===== src/sv/gha_pkg.sv =====
// ----------------------------------------------------------------------------
// gha_pkg: shared definitions for the grid event histogram
// Grid limits, counter width and register indexes for the histogram and
// its cell counter memory.
// ----------------------------------------------------------------------------
package gha_pkg;

	localparam int MAX_ROWS   = 16;
	localparam int MAX_COLS   = 16;
	localparam int COUNT_BITS = 16;

	localparam int ROW_BITS   = $clog2(MAX_ROWS);
	localparam int COL_BITS   = $clog2(MAX_COLS);
	localparam int CELLS      = MAX_ROWS * MAX_COLS;
	localparam int ADDR_BITS  = $clog2(CELLS);
	localparam int SIZE_BITS  = 5;
	localparam int NOTE_BITS  = 7;
	localparam int CFG_IDX_BITS = 1;

	localparam logic [COUNT_BITS-1:0] COUNT_TOP = {COUNT_BITS{1'b1}};

	localparam logic [SIZE_BITS-1:0] ROWS_LIMIT = SIZE_BITS'(MAX_ROWS);
	localparam logic [SIZE_BITS-1:0] COLS_LIMIT = SIZE_BITS'(MAX_COLS);

	// Configuration register indexes
	localparam logic [CFG_IDX_BITS-1:0] CFG_ROWS_IN_USE = 1'd0;
	localparam logic [CFG_IDX_BITS-1:0] CFG_COLS_IN_USE = 1'd1;

	// Row-major cell address
	function automatic logic [ADDR_BITS-1:0] cell_addr(
		input logic [ROW_BITS-1:0] row,
		input logic [COL_BITS-1:0] col
	);
		cell_addr = ADDR_BITS'(row * MAX_COLS) + ADDR_BITS'(col);
	endfunction

endpackage


===== src/sv/grid_event_histogram_argmax_unit.sv =====
// ----------------------------------------------------------------------------
// grid_event_histogram_argmax_unit: per-cell spike histogram with argmax
// Counts spike events per grid cell and reports the busiest cell.
// ----------------------------------------------------------------------------
// Events arrive on the in_valid/in_ready channel as (event_row, event_col).
// An event inside the grid set by rows_in_use and cols_in_use bumps that
// cell's saturating counter; every event, inside or not, produces one result
// on the out_valid/out_ready channel: accepted, plus the note and count of the
// first cell (row-major) holding the highest count.
// The counter memory is read on the input transfer; the read-modify-write and
// winner update happen in the second stage, which loads the output register.
// One event per cycle is sustained while out_ready stays high; the single memory
// read port and the write-back forwarding path set that figure.
// Reset clears the winner and marks every cell as empty through per-cell valid
// flags, so events are taken right after reset. When the receiver stalls, the
// output register holds its result and the second stage can still take one more
// event; after that in_ready drops. Grid sizes must be written on the cfg port
// while no event is in flight; the user must ensure it; the block does not check.
// ----------------------------------------------------------------------------
module grid_event_histogram_argmax_unit
	import gha_pkg::*;
(
	input  logic                    clk,
	input  logic                    arst_n,
	input  logic                    cfg_we,
	input  logic [CFG_IDX_BITS-1:0] cfg_index,
	input  logic [SIZE_BITS-1:0]    cfg_data,
	input  logic                    in_valid,
	output logic                    in_ready,
	input  logic [ROW_BITS-1:0]     event_row,
	input  logic [COL_BITS-1:0]     event_col,
	output logic                    out_valid,
	input  logic                    out_ready,
	output logic                    accepted,
	output logic [NOTE_BITS-1:0]    winning_note,
	output logic [COUNT_BITS-1:0]   winning_count
);

	logic [SIZE_BITS-1:0]  rows_in_use_q, cols_in_use_q;
	logic [SIZE_BITS-1:0]  rows_eff, cols_eff;

	logic                  in_xfer, s1_adv, s1_fire;
	logic                  in_grid;
	logic [ADDR_BITS-1:0]  rd_addr;

	logic                  s1_valid_q;
	logic                  ok_s1;
	logic [ROW_BITS-1:0]   row_s1;
	logic [COL_BITS-1:0]   col_s1;
	logic [ADDR_BITS-1:0]  addr_s1;
	logic                  rd_valid_s1;
	logic [COUNT_BITS-1:0] rd_data_s1;

	logic                  cell_valid_q [CELLS];
	logic                  last_wr_valid_q;
	logic [ADDR_BITS-1:0]  last_wr_addr_q;
	logic [COUNT_BITS-1:0] last_wr_data_q;

	logic [COUNT_BITS-1:0] cur_count, new_count;
	logic                  ram_we;
	logic                  take_best;

	logic [COUNT_BITS-1:0] best_count_q;
	logic [ROW_BITS-1:0]   best_row_q;
	logic [COL_BITS-1:0]   best_col_q;
	logic [COUNT_BITS-1:0] best_count_d;
	logic [ROW_BITS-1:0]   best_row_d;
	logic [COL_BITS-1:0]   best_col_d;
	logic [ROW_BITS+SIZE_BITS-1:0] note_full;
	logic [NOTE_BITS-1:0]  note_d;

	logic                  out_valid_q;
	logic                  accepted_q;
	logic [NOTE_BITS-1:0]  note_q;
	logic [COUNT_BITS-1:0] count_q;

	// Configuration registers
	always_ff @(posedge clk or negedge arst_n) begin
		if (!arst_n) begin
			rows_in_use_q <= ROWS_LIMIT;
			cols_in_use_q <= COLS_LIMIT;
		end else if (cfg_we) begin
			if (cfg_index == CFG_ROWS_IN_USE) begin
				rows_in_use_q <= cfg_data;
			end else if (cfg_index == CFG_COLS_IN_USE) begin
				cols_in_use_q <= cfg_data;
			end
		end
	end

	assign rows_eff = (rows_in_use_q > ROWS_LIMIT) ? ROWS_LIMIT : rows_in_use_q;
	assign cols_eff = (cols_in_use_q > COLS_LIMIT) ? COLS_LIMIT : cols_in_use_q;

	// Handshake: the second stage moves when the output register is free or
	// being emptied; a new event enters whenever the second stage moves or is empty.
	assign s1_adv   = !out_valid_q || out_ready;
	assign s1_fire  = s1_valid_q && s1_adv;
	assign in_ready = !s1_valid_q || s1_adv;
	assign in_xfer  = in_valid && in_ready;

	assign in_grid = (SIZE_BITS'(event_row) < rows_eff) && (SIZE_BITS'(event_col) < cols_eff);
	assign rd_addr = cell_addr(event_row, event_col);

	always_ff @(posedge clk or negedge arst_n) begin
		if (!arst_n) begin
			s1_valid_q <= 1'b0;
		end else if (in_ready) begin
			s1_valid_q <= in_xfer;
		end
	end

	always_ff @(posedge clk) begin
		if (in_xfer) begin
			ok_s1       <= in_grid;
			row_s1      <= event_row;
			col_s1      <= event_col;
			addr_s1     <= rd_addr;
			rd_valid_s1 <= cell_valid_q[rd_addr];
		end
	end

	gha_ram #(
		.WIDTH (COUNT_BITS),
		.DEPTH (CELLS)
	) u_count_ram (
		.clk   (clk),
		.we    (ram_we),
		.waddr (addr_s1),
		.wdata (new_count),
		.re    (in_xfer),
		.raddr (rd_addr),
		.rdata (rd_data_s1)
	);

	// The most recent write is forwarded, since the memory reads old data when
	// the event ahead writes the same cell in the same cycle.
	always_comb begin
		if (last_wr_valid_q && (last_wr_addr_q == addr_s1)) begin
			cur_count = last_wr_data_q;
		end else if (rd_valid_s1) begin
			cur_count = rd_data_s1;
		end else begin
			cur_count = '0;
		end
		new_count = (cur_count == COUNT_TOP) ? cur_count : cur_count + 1'b1;
	end

	assign ram_we = s1_fire && ok_s1;

	always_ff @(posedge clk or negedge arst_n) begin
		if (!arst_n) begin
			for (int i = 0; i < CELLS; i++) begin
				cell_valid_q[i] <= 1'b0;
			end
			last_wr_valid_q <= 1'b0;
		end else if (ram_we) begin
			cell_valid_q[addr_s1] <= 1'b1;
			last_wr_valid_q       <= 1'b1;
		end
	end

	always_ff @(posedge clk) begin
		if (ram_we) begin
			last_wr_addr_q <= addr_s1;
			last_wr_data_q <= new_count;
		end
	end

	// Running maximum; ties go to the cell with the lower row-major address.
	assign take_best = ram_we && ((new_count > best_count_q) ||
		((new_count == best_count_q) && (addr_s1 < cell_addr(best_row_q, best_col_q))));

	always_comb begin
		if (take_best) begin
			best_count_d = new_count;
			best_row_d   = row_s1;
			best_col_d   = col_s1;
		end else begin
			best_count_d = best_count_q;
			best_row_d   = best_row_q;
			best_col_d   = best_col_q;
		end
		// The full row-major index is formed first; its low bits are the note.
		note_full = (ROW_BITS+SIZE_BITS)'(best_row_d) * (ROW_BITS+SIZE_BITS)'(cols_eff) +
			(ROW_BITS+SIZE_BITS)'(best_col_d);
		note_d = note_full[NOTE_BITS-1:0];
	end

	always_ff @(posedge clk or negedge arst_n) begin
		if (!arst_n) begin
			best_count_q <= '0;
			best_row_q   <= '0;
			best_col_q   <= '0;
		end else if (take_best) begin
			best_count_q <= best_count_d;
			best_row_q   <= best_row_d;
			best_col_q   <= best_col_d;
		end
	end

	// Output register
	always_ff @(posedge clk or negedge arst_n) begin
		if (!arst_n) begin
			out_valid_q <= 1'b0;
		end else if (s1_adv) begin
			out_valid_q <= s1_valid_q;
		end
	end

	always_ff @(posedge clk) begin
		if (s1_fire) begin
			accepted_q <= ok_s1;
			note_q     <= note_d;
			count_q    <= best_count_d;
		end
	end

	assign out_valid     = out_valid_q;
	assign accepted      = accepted_q;
	assign winning_note  = note_q;
	assign winning_count = count_q;

	// The winning count can only grow.
	a_best_monotonic: assert property (@(posedge clk) disable iff (!arst_n)
		best_count_q >= $past(best_count_q))
		else $error("best count decreased");

	// A counted event leaves a winner at least as high as its own new count.
	a_best_covers_count: assert property (@(posedge clk) disable iff (!arst_n)
		ram_we |=> best_count_q >= $past(new_count))
		else $error("winner below a freshly counted cell");

	// With the second stage full and the output stalled, no event may enter.
	a_no_overrun: assert property (@(posedge clk) disable iff (!arst_n)
		(s1_valid_q && out_valid_q && !out_ready) |-> !in_ready)
		else $error("event taken while pipeline is full");

endmodule


===== src/sv/gha_ram.sv =====
// ----------------------------------------------------------------------------
// gha_ram: generic single-port-write, single-port-read memory
// One write and one registered read per cycle; a read of the address being
// written returns the old contents.
// ----------------------------------------------------------------------------
module gha_ram #(
	parameter int WIDTH = 16,
	parameter int DEPTH = 256
) (
	input  logic                     clk,
	input  logic                     we,
	input  logic [$clog2(DEPTH)-1:0] waddr,
	input  logic [WIDTH-1:0]         wdata,
	input  logic                     re,
	input  logic [$clog2(DEPTH)-1:0] raddr,
	output logic [WIDTH-1:0]         rdata
);

	logic [WIDTH-1:0] mem [DEPTH];

	always_ff @(posedge clk) begin
		if (we) begin
			mem[waddr] <= wdata;
		end
		if (re) begin
			rdata <= mem[raddr];
		end
	end

endmodule


===== config.mk =====
export PLATFORM = sky130hd
export DESIGN_NAME = grid_event_histogram_argmax_unit
export DESIGN_NICKNAME = d
export VERILOG_FILES = /design/src/sv/gha_pkg.sv /design/src/sv/grid_event_histogram_argmax_unit.sv /design/src/sv/gha_ram.sv
export SDC_FILE = /design/constraint.sdc
export NUM_CORES = 2
export LEC_CHECK = 0
export BUFFER_PORTS_ARGS = -buffer_cell sky130_fd_sc_hd__buf_2
export CELL_PAD_IN_SITES_DETAIL_PLACEMENT = 1
export CELL_PAD_IN_SITES_GLOBAL_PLACEMENT = 2
export CORE_MARGIN = 10
export CORE_UTILIZATION = 25
export DETAILED_ROUTE_END_ITERATION = 12
export GPL_TIMING_DRIVEN = 1
export PLACE_DENSITY = 0.43
export SLEW_MARGIN = 0
export SYNTH_ARGS = -nofsm -noshare
export SYNTH_HDL_FRONTEND = slang
export SYNTH_HIERARCHICAL = 1
export SYNTH_SLANG_ARGS = --single-unit

===== constraint.sdc =====
create_clock -name clk -period 46.8 [get_ports clk]
set_input_delay 9.36 -clock clk [delete_from_list [all_inputs] [get_ports clk]]
set_output_delay 9.36 -clock clk [all_outputs]
set_load 0.005 [all_outputs]

==> key figures <==
Clock tree
  • Post-CTS Setup Bufs: 0
  • Cts repair resizes: 0
  • CTS sink count: 4463
  • Max clock buf depth: 4
  • CTS tree: built
  • Depth of the CTS H-tree: 6
  • Post-cts hold buffer count: 0
  • Worst-Skew Late Latency: 1.07 ns
  • CTS Root Cell: clkbuf_16
  • TritonCTS Buffers: 529
  • Clock-pin slew on the worst setup and hold paths: 0.05 ns

Critical path
  • Beginning of the critical path: out_ready
  • Worst flop-to-flop path startpoint: row_s1[0]
  • Worst path cell trace: buf_2 > nand3b_1 > buf_2
  • Arrival time at the worst endpoint: 9.84 ns
  • Worst path bufs/invs: 2
  • Slowest stage delay, CP: 0.20 ns
  • Critical Path RT: 37.44 ns
  • Slowest cell on the critical path: nand3b_1
  • Critical path endpoint category: output pin
  • Critical Path Start Type: input port
  • Family with the most delay on the worst path: buffers and inverters
  • Critical Setup Path Class: in2out
  • Reg2reg setup slack: 35.49 ns
  • Crit path top cell by count: buf_2
  • Max FO, Critical Path: 3

Place
  • DP Cell Count: 17.9k
  • Setup WS pre-CTS: 27.59 ns
  • Port Buffers: 44
  • GPL Wtd Cong: 0.741
  • Final HPWL DP: 353 mm

Floorplan
  • Die ar.: 736000 um^2
  • Initial core utilization: 25.1%
  • Core Area: 699000 um^2
  • Die height: 858 um
  • Core Rows: 307
  • Die width: 858 um
  • # IOs: 45

Synth
  • Share of flip-flops with an asynchronous set or reset: 6.57%
  • Most frequent cell after synthesis: edfxtp_1
  • Syn Inst Count: 8652
  • Top cell type by total area after synthesis: edfxtp_1
  • Syn avg cell area: 20.3 um^2
  • Top FF cell, synth: edfxtp_1
  • Synth cell types: 77
  • Yosys reg bits: 4463
  • Mapped cell area: 175000 um^2
  • Synth top area share: 71.4%
  • Mapped Nets: 8722
  • Post-synth EDFFs: 4170
  • Most frequent cells after synthesis: 4170 x edfxtp_1, 861 x mux4_2, 577 x mux2i_1
  • Top post-synthesis cells by area: edfxtp_1 71%, mux4_2 11%, dfrtp_1 4.1%
  • Yosys warns: 6
  • Seq/Total Area, Yosys: 75.5%

Drt
  • Post-route ant nets: 0
  • DRT Pass-1 Iters: 7
  • WL/cell: 31.6 um
  • DRT Wirelength: 594 mm
  • DRC: 0
  • Vias: 89.6k
  • Initial drt markers: 6845
  • DR vias/cell: 4.77

Power and ir drop
  • Net Sw Frac: 23.6%
  • Power Dens Cells: 43.9 nW/um^2
  • Sw power: 2.13 mW
  • Clk pwr share: 43.3%
  • Share of power burned in registers: 49.8%
  • Static leakage: 67.3 nW
  • Power share of the combinational group: 6.9%
  • VDD IR max: 0.0391 mV
  • Pint: 6.88 mW

Timing
  • Worst clock skew: 0.0540 ns
  • RSZ-0062 raised after global routing: no
  • Max Fclk: 52.1 MHz
  • Fin. max-slew vios: 0
  • Rel. slew slack: 4.87%
  • Setup TNS: 0 ns
  • Setup violators final: 0
  • Worst Setup Slack, final: 27.61 ns
  • Period utilisation layout: 41.0%
  • Fin. Hold Viols: 0
  • Actual slew at the worst max-slew pin: 1.43 ns
  • Min cycle time layout: 19.19 ns

Cells and area
  • Share of cells above drive strength 1: 25.4%
  • Area Overhead vs Synth: 17.0%
  • Nets@finish: 9184
  • Final Core Density: 29.3%
  • Fin cells: 18.8k

GRT
  • Gr usage total: 15.6%
  • Vias in the first global route: 95.8k
  • Antenna violations before repair: 36
  • Grt ovf: 0
  • First-pass GRT wire length: 812 mm
  • Largest net degree at the start of global routing: 198

Min path
  • Hold Crit Class: reg2reg
  • Hold_sp: cell_valid_q[21]

Job
  • Max cap viols: 0

Outcome
  • Run status: completed
==> metrics by stage <==
| step | hold WS (ns) | instance area (um^2) | power, mW |
|---|---|---|---|
| 2_1_floorplan | 0.423 | 175000 | 4.96 |
| 3_3_place_gp | 0.432 | 189000 | 5.20 |
| 3_5_place_dp | 0.439 | 189000 | 5.22 |
| 4_1_cts | 0.451 | 205000 | 9.17 |
| 5_1_grt | 0.464 | 205000 | 9.35 |
| 6_report | 0.446 | 205000 | 9.01 |
==> flip-flops by register name, indices dropped and copies added (netlist names), 3 cells and up <==
register and cells:
cols_in_use_q 5, row_s1 4, best_count_q 16, u_count_ram/rdata 16
winning_count 16, cell_valid_q 256, last_wr_data_q 16, last_wr_addr_q 8
best_row_q 4, u_count_ram/mem 4096, best_col_q 4, winning_note 7
col_s1 3, rows_in_use_q 5
==> cells by family (layout without fill, tap and decap cells) <==
group | after synthesis | after routing | synth area share, %
flops | 4463 | 4463 | 75.5
mux | 1570 | 1570 | 15.2
compound gates | 1171 | 1171 | 4.79
simple gates | 777 | 777 | 2.07
buf+inv | 589 | 1448 | 1.85
fa+ha+maj | 51 | 51 | 0.398
xor+xnor | 31 | 31 | 0.159
other cells | 0 | 25 | 0
==> layout make-up <==
cell class	count	area (um^2)
fillers	70359	494000
well taps	9270	11600
clock inverters	238	2060
clock buffers	690	14100
multi-input cells	3600	41000
inverters	58	230
diodes	25	62.6
repair buffers	462	3690
flip-flops and latches	4463	133000
==> metal layers <==
metal	global-route usage, %	vias to the layer above	part of all wire (%)
met5	0	-	0
met4	3.74	0	2.5
met3	1.83	691	3.5
met2	26.8	1796	49
met1	21.0	50111	45
li1	-	37041	-
==> path summary, 6_finish.rpt <==
path / endpoint / cells past startpoint
min in group asynchronous: rows_in_use_q[3] / 1
worst min-delay path: cell_valid_q[21] / 1
worst min register to register: cell_valid_q[21] / 1
worst max register to register: winning_note[6] / 30
max in group asynchronous: cell_valid_q[61] / 2
worst max-delay path: in_ready / 3
==> cell usage in the layout, fill, tap and decap left out, drive strengths merged, types with 6 or more instances in the layout <==
cell / netlist / layout
ha: 43 / 43
a2111oi: 7 / 7
bufinv: 0 / 16
diode: 0 / 25
nor2: 355 / 355
a22oi: 78 / 78
or2: 10 / 10
a21o: 220 / 220
xor2: 7 / 7
nand2b: 23 / 23
o21bai: 49 / 49
mux4: 861 / 861
clkinv: 0 / 194
clkbuf: 278 / 691
o21ai: 55 / 55
nand3: 56 / 56
a22o: 32 / 32
o32ai: 21 / 21
a221oi: 29 / 29
fa: 8 / 8
xnor2: 24 / 24
o31ai: 17 / 17
mux2i: 577 / 577
dfrtp: 291 / 291
a21oi: 214 / 214
nand4: 42 / 42
buf: 253 / 461
and3: 16 / 16
o221ai: 253 / 253
o22ai: 148 / 148
inv: 58 / 81
nor2b: 20 / 20
edfxtp: 4170 / 4170
mux2: 132 / 132
nand2: 92 / 92
and2: 6 / 6
a31oi: 10 / 10
a211oi: 24 / 24
nor3: 106 / 106
nor4: 24 / 24
==> power groups by stage <==
stage | sequential [mW] | clock, mW | combinational, mW
after floorplan | 4.61 | 0 | 0.355
after global placement | 4.57 | 0 | 0.634
after detailed placement | 4.57 | 0 | 0.647
after CTS | 4.49 | 4.03 | 0.648
after global routing | 4.49 | 4.18 | 0.678
final | 4.49 | 3.90 | 0.626
Power figures use the tool's default switching activity.
